===== config.mk =====
export PLATFORM = sky130hd
export DESIGN_NAME = tcw_cursor_step
export DESIGN_NICKNAME = d
export VERILOG_FILES = /design/src/design/tcw_pkg.sv /design/src/design/tcw_cursor_step.sv
export SDC_FILE = /design/constraint.sdc
export NUM_CORES = 1
export LEC_CHECK = 0
export ABC_AREA = 1
export BUFFER_PORTS_ARGS = -buffer_cell sky130_fd_sc_hd__buf_4
export CAP_MARGIN = 0
export CORE_ASPECT_RATIO = 0.5
export CORE_UTILIZATION = 48
export DETAILED_ROUTE_END_ITERATION = 10
export PLACE_DENSITY = 0.83
export SETUP_SLACK_MARGIN = 0.1
export SYNTH_ARGS = -nofsm -noshare
export SYNTH_HDL_FRONTEND = slang
export SYNTH_SLANG_ARGS = --single-unit

===== constraint.sdc =====
create_clock -name vclk -period 3.2
set_input_delay 0.64 -clock vclk [all_inputs]
set_output_delay 0.64 -clock vclk [all_outputs]
set_load 0.02 [all_outputs]

===== src/design/tcw_pkg.sv =====
// ----------------------------------------------------------------------------
// tcw_pkg: shared types and constants of the text console writer
// Character codes, the blank cell, action codes, field widths, the sequencer
// state type and the flags that the cursor step hands to the top level.
// ----------------------------------------------------------------------------
package tcw_pkg;

   // field widths of the request and response transactions
   localparam int COL_FIELD_W  = 7;
   localparam int ROW_FIELD_W  = 5;
   localparam int CODE_W       = 8;
   localparam int COLOR_W      = 4;
   localparam int CELL_W       = 16;

   // action codes
   localparam logic ACTION_PUT  = 1'b0;
   localparam logic ACTION_READ = 1'b1;

   // character codes with special handling
   localparam logic [CODE_W-1:0] CODE_NONE      = 8'h00;
   localparam logic [CODE_W-1:0] CODE_BACKSPACE = 8'h08;
   localparam logic [CODE_W-1:0] CODE_NEWLINE   = 8'h0A;

   // blank cell: white on black, space
   localparam logic [CELL_W-1:0] BLANK_CELL = 16'h0F20;

   // sequencer states
   typedef enum logic {
      ST_CLEAR,
      ST_RUN
   } tcw_state_type;

   // control flags produced by the cursor step
   typedef struct packed {
      logic cell_write;
      logic overflow;
   } tcw_step_flags_type;

endpackage


===== src/design/tcw_cursor_step.sv =====
// ----------------------------------------------------------------------------
// tcw_cursor_step: cursor update for one put transaction
// Works out the next cursor, the cell to write with its value, and whether
// the cursor ran past the last row so that the store must be blanked.
// ----------------------------------------------------------------------------
module tcw_cursor_step #(
   parameter int COLUMNS = 80,
   parameter int ROWS    = 25
) (
   input  logic                                     put_en,
   input  logic [tcw_pkg::CODE_W-1:0]               char_code,
   input  logic [tcw_pkg::COLOR_W-1:0]              back_color,
   input  logic [tcw_pkg::COLOR_W-1:0]              fore_color,
   input  logic [$clog2(COLUMNS)-1:0]               cur_col,
   input  logic [$clog2(ROWS)-1:0]                  cur_row,
   output logic [$clog2(COLUMNS)-1:0]               next_col,
   output logic [$clog2(ROWS)-1:0]                  next_row,
   output logic [$clog2(COLUMNS*ROWS)-1:0]          wr_addr,
   output logic [tcw_pkg::CELL_W-1:0]               wr_data,
   output tcw_pkg::tcw_step_flags_type              flags
);
   import tcw_pkg::*;

   localparam int CW = $clog2(COLUMNS);
   localparam int RW = $clog2(ROWS);
   localparam int AW = $clog2(COLUMNS * ROWS);

   logic          last_col;
   logic          last_row;
   logic [CW-1:0] wr_col;

   assign last_col = (cur_col == CW'(COLUMNS - 1));
   assign last_row = (cur_row == RW'(ROWS - 1));

   // decode the character and advance the cursor
   always_comb begin
      next_col = cur_col;
      next_row = cur_row;
      wr_col   = cur_col;
      wr_data  = {back_color, fore_color, char_code};
      flags    = '0;
      if (put_en && (char_code != CODE_NONE)) begin
         case (char_code)
            CODE_NEWLINE: begin
               next_col = '0;
               if (last_row) begin
                  flags.overflow = 1'b1;
               end else begin
                  next_row = cur_row + RW'(1);
               end
            end
            CODE_BACKSPACE: begin
               if (cur_col != '0) begin
                  next_col = cur_col - CW'(1);
               end
               wr_col           = next_col;
               wr_data          = BLANK_CELL;
               flags.cell_write = 1'b1;
            end
            default: begin
               flags.cell_write = 1'b1;
               if (last_col) begin
                  next_col = '0;
                  if (last_row) begin
                     flags.overflow = 1'b1;
                  end else begin
                     next_row = cur_row + RW'(1);
                  end
               end else begin
                  next_col = cur_col + CW'(1);
               end
            end
         endcase
         // home the cursor after running past the last row
         if (flags.overflow) begin
            next_col = '0;
            next_row = '0;
         end
      end
   end

   // cell address in row-major order
   assign wr_addr = AW'(cur_row) * AW'(COLUMNS) + AW'(wr_col);

endmodule


==> impl_metrics.json, run 1 <==
{
  "outcome": "finished with violations",
  "failed_checks": "negative setup slack",
  "holdWs_ps": 1487,
  "antenna_found_initial": 0,
  "synth_cells": 278,
  "yosys.area.top_type_share_pct": 26.48,
  "wl_per_cell_um": 13.77,
  "synth_top_family_by_area": "simple AND/OR/NAND/NOR gates",
  "synth_warnings": 0,
  "first_global_vias": 1687,
  "die_height_um": 41,
  "synth_mux_area_share_pct": 0,
  "drtIter0Drc": 238,
  "ios": 70,
  "final_net_count": 411,
  "io_buffers": 70,
  "worstHoldPathType": "in2out",
  "syn_nets": 323,
  "timing.final.crit_share_pct": 101.7,
  "placed_area_sq_mm": 0.002111,
  "final_area_sq_mm": 0.002365,
  "grt_overflow": 0,
  "max_stage_delay_ps": 230,
  "drive_gt1_share_pct": 41.48,
  "clock_buffers": 0,
  "vias": 2183,
  "setup_viol": 2,
  "antenna_cells": 0,
  "arrival_ps": 2610,
  "ir_drop_mv": 0.1129,
  "cp-end-kind": "output port",
  "die_area_sq_mm": 0.003280,
  "synth_fa_ha_area_share_pct": 14.74,
  "dr.pass1.iters": 5,
  "maxSlewViolCount": 0,
  "cap_violations": 0,
  "critPathLaunchType": "input pin",
  "die_width_um": 80,
  "tightest_slew_ps": 357.1,
  "cp_slowest_cell": "nor3_4",
  "crit_top_cell": "nand2_2",
  "drtAntennaViolNets": 0,
  "remaining_drc_errors": 0,
  "hold_viol_final": 0,
  "yosysTopAreaCell": "nand2_1",
  "synth.distinct_cells": 26,
  "core_area_sq_mm": 0.002733,
  "fillers": 172,
  "syn-cell-area_sq_mm": 0.001460,
  "routed_wl_um": 5522,
  "grt_pass1_wl_um": 6844,
  "place_congestion": 0.9071,
  "finalWorstSetupSlack_ps": -54.19,
  "synth-simple-area-share_pct": 55.18,
  "synth_area_leaders": "nand2_1 26%, ha_1 12%, nand3_1 9.3%",
  "grt_max_degree": 18,
  "slew_headroom_pct": 76.14,
  "period_needed_ps": 3254,
  "crit_type": "in2out",
  "register_area_sq_um": 0,
  "synth_seq_area_share_pct": 0,
  "synth_compound_area_share_pct": 8.141,
  "synth-xor-area-share_pct": 7.198,
  "p_total_uw": 395.9,
  "track_usage_pct": 27.01,
  "p_leak_uw": 0.001283,
  "max_freq_mhz": 307.3,
  "seq_cells": 0,
  "rows": 13,
  "final_util_pct": 86.54,
  "power_density_mw_per_mm2": 167.4,
  "syn_avg_cell_area_sq_um": 5.252,
  "via_per_inst": 5.444,
  "final_common_cell": "nand2_1",
  "start_util_pct": 53.43,
  "layout_common_cells": "98 x nand2_1, 94 x buf_4, 25 x nand3_1",
  "rsz0062_at_grt": "yes",
  "worstPathMaxFanout": 6,
  "required_ps": 2560,
  "dp_hpwl_um": 3617,
  "cp_cell_sequence": "buf_4, nor2_4, nand2_2, inv_2, nand2_2, nor2_4, nand3_2, o21ai_2, ha_2, fa_2, nand2_1, nand2_1, nand2_2, nor3_4, xor2_2, buf_6",
  "area_delta_synth_final_pct": 61.95
}
==> synth_stat cells <==
library cell	number
buf_6	3
nand3_1	27
o21ai_4	1
nor3_1	3
nor2_2	6
inv_1	29
nand4_1	5
nor2_1	24
xnor2_1	3
o21ai_0	11
o21ai_1	6
clkbuf_1	6
xor2_1	9
nor2_4	3
or2_2	3
buf_2	4
or2_1	2
a21oi_1	2
nand2_1	103
buf_4	3
ha_1	14
fa_1	2
nand3_2	2
o211ai_1	1
inv_2	2
nand2_2	4
==> logic make-up after synthesis <==
logic type,after synthesis
buffers and inverters,47
and+or+nand+nor,182
AOI/OAI and AO/OA,21
adders and majority gates,16
xor gates and xnor gates,12
==> cell type report <==
| class | count | area (sq um) | area share [%] |
|---|---|---|---|
| Inverter | 31 | 123.9 | 5.238 |
| Multi-Input combinational cell | 231 | 1399 | 59.15 |
| Tap cell | 37 | 46.29 | 1.958 |
| Timing Repair Buffer | 102 | 795.8 | 33.65 |
==> timing repair <==
item,in CTS,in global routing
hold buffers,0,0
pin swaps,4,17
resized for setup,19,27
setup buffers,3,9
setup endpoints to repair,4,5
==> power breakdown <==
group / switching (uW) / total (uW) / internal, uW
Clock: 0 / 0 / 0
Sequential: 0 / 0 / 0
Combinational: 221 / 396 / 175
==> through the flow <==
stage | instances | worst slack (ps) | TNS, ps
4_1_cts | 392 | 58.38 | 0
5_1_grt | 401 | -174.7 | -356.1
6_report | 401 | -54.19 | -59.84
3_3_place_gp | 389 | -34.14 | -34.14
2_1_floorplan | 278 | 68.08 | 0
3_5_place_dp | 389 | -93.97 | -108.9
==> metal layers <==
layer  up-vias  GRT usage (%)  wire length (um)
met5         -              0                 0
met4         0          6.250               165
met3        23          2.000               476
met2       144          52.99              2613
met1       977          33.89              2267
li1       1039              -                 -
==> worst max-delay path, delay by kind of cell <==
| kind | cells | cell delay (ps) |
|---|---|---|
| adders and majority gates | 2 | 420 |
| AOI/OAI and AO/OA | 1 | 70 |
| and+or+nand+nor | 9 | 990 |
| buffers and inverters | 3 | 330 |
| xor gates and xnor gates | 1 | 160 |
==> worst paths after layout <==
check,startpoint,to,slack (ps),cells after the start
max,char_code[6],wr_addr[10],-50,16
min,char_code[4],wr_data[4],1490,2
No activity file was read; power rests on OpenSTA's default activity.
==> inputs of run 2 (changes only) <==
- RECOVER_POWER: unset -> 50
- clock period: 3.2 -> 4.2 ns (I/O delays scaled with it)
==> run 2 against run 1 <==
  * The flow now finishes without violations
  * Sequential share of layout area stayed put
  * Non-clock buffer count is 30 lower
  * Worst hold slack better by 460 ps
  * Die area stayed put
  * Worst setup slack better by 410 ps
==> impl_metrics.json, run 2 (synthesis gave the netlist of run 1 again) <==
{
  "rsz0062_at_grt": "no",
  "worstPathMaxFanout": 7,
  "core_area_sq_mm": 0.002733,
  "critPathLaunchType": "input pin",
  "track_usage_pct": 25.05,
  "critPathLaunch": "char_code[5]",
  "pwr-share-clk_pct": 0,
  "power_density_mw_per_mm2": 128.1,
  "first_global_vias": 1507,
  "start_util_pct": 53.43,
  "antenna_cells": 0,
  "endpoint": "wr_addr[10]",
  "arrival_ps": 3000,
  "final_net_count": 381,
  "crit_top_cell": "nand2_1",
  "cp_slowest_cell": "nor2_2",
  "die_area_sq_mm": 0.003280,
  "cap_violations": 0,
  "post_cts_buffers": 0,
  "timing.final.crit_share_pct": 91.50,
  "place_congestion": 0.9858,
  "power_frac_seq_pct": 0,
  "dp_hpwl_um": 3410,
  "die_width_um": 80,
  "routed_wl_um": 4121,
  "ir_drop_mv": 0.09454,
  "slew_headroom_pct": 54.87,
  "cp-end-kind": "output port",
  "area_delta_synth_final_pct": 29.48,
  "remaining_drc_errors": 0,
  "register_area_sq_um": 0,
  "drtAntennaViolNets": 0,
  "outcome": "completed",
  "crit_type": "in2out",
  "die_height_um": 41,
  "max_freq_mhz": 260.2,
  "wl_per_cell_um": 11.11,
  "dr.pass1.iters": 4,
  "p_sw_uw": 141.9,
  "vias": 1913,
  "final_common_cell": "nand2_1",
  "switching_share_pct": 58.60,
  "maxSlewViolCount": 0,
  "dpl.cell_count": 371,
  "ios": 70,
  "hold_viol_final": 0,
  "tightest_slew_ps": 677.0,
  "grt_max_degree": 18,
  "period_needed_ps": 3843,
  "max_stage_delay_ps": 290,
  "antenna_found_initial": 0,
  "p_leak_uw": 0.001050,
  "rows": 13,
  "setup_viol": 0,
  "grt_overflow": 0,
  "required_ps": 3360,
  "layout_common_cells": "104 x nand2_1, 60 x buf_4, 29 x inv_1",
  "instances_no_fill": 371,
  "clock_buffers": 0,
  "tns_ps": 0,
  "comb_power_share_pct": 100.0,
  "worstHoldPathType": "in2out",
  "io_buffers": 70,
  "drive_gt1_share_pct": 23.35,
  "seq_cells": 0,
  "cp_cell_sequence": "buf_4, nor2_1, nand2_2, inv_1, nand2_1, nor2_2, nand3_1, o21ai_1, ha_1, fa_1, nand2_1, nand2_1, nand2_1, nor3_1, xor2_1, buf_4",
  "grt_pass1_wl_um": 6361,
  "p_int_uw": 100.2,
  "drtIter0Drc": 169,
  "via_per_inst": 5.156
}
[run 2: cell count changes in the layout (fill, tap and decap cells not counted), moves of 3 or more]
| cell | previous run | this run |
|---|---|---|
| buf_4 | 94 | 60 |
| buf_6 | 8 | 0 |
| clkbuf_1 | 0 | 12 |
| ha_1 | 11 | 14 |
| inv_1 | 22 | 29 |
| inv_2 | 6 | 1 |
| inv_4 | 3 | 0 |
| nand2_1 | 98 | 104 |
| nand2_2 | 7 | 3 |
| nor2_1 | 22 | 25 |
| nor2_4 | 8 | 3 |
| xor2_1 | 6 | 9 |
| xor2_2 | 3 | 0 |
[run 2: critical path: cells and delay by family]
family / cells / cell delay (ps)
fa+ha+maj: 2 / 410
buf+inv: 3 / 350
xor+xnor: 1 / 170
compound gates: 1 / 90
simple gates: 9 / 1130
[run 2: area by class of cell]
| class | instances | area [sq um] |
|---|---|---|
| timing repair buffer | 72 | 495.5 |
| tap | 37 | 46.29 |
| inverter | 31 | 120.1 |
| multi-input combinational | 231 | 1229 |
| fill | 270 | 842.1 |
[run 2: how the worst min path moves through the flow]
stage / start / endpoint / slack, ps / cells after the start
after floorplan: back_color[0] / wr_data[12] / 1800 / 2
after global placement: char_code[4] / wr_data[4] / 1900 / 2
after detailed placement: char_code[4] / wr_data[4] / 1900 / 2
after CTS: char_code[4] / wr_data[4] / 1900 / 2
after global routing: char_code[4] / wr_data[4] / 1960 / 2
final: char_code[4] / wr_data[4] / 1950 / 2
[run 2: stage by stage]
stage	area (sq um)	util [%]	setup slack [ps]	total power, uW	hold slack, ps
floorplan	1460	-	543.9	151.8	1799
global placement	1948	71.29	352.5	243.4	1897
detailed placement	1948	71.29	278.0	248.2	1897
CTS	1948	71.29	276.2	249.1	1897
global route	1891	69.19	78.31	265.3	1956
finish	1891	69.19	357.2	242.1	1950
[run 2: timing repair]
action                     4_1_cts  5_1_grt
setup endpoints to repair        0        2
hold buffers                     0        0
resized for setup                0        2
[run 2: routing by layer]
metal	wire length [um]	share of wire, %	up-vias	global-route usage (%)
met3	372	9.0	0	0.8889
met4	0	0	0	0
met2	1913	46	91	50.43
met1	1835	45	839	32.90
met5	0	0	-	0
li1	-	-	983	-
[run 2: power by group through the flow]
stage / registers (uW) / clock network, uW / logic, uW
floorplan: 0 / 0 / 152
global placement: 0 / 0 / 243
detailed placement: 0 / 0 / 248
CTS: 0 / 0 / 249
global route: 0 / 0 / 265
finish: 0 / 0 / 242
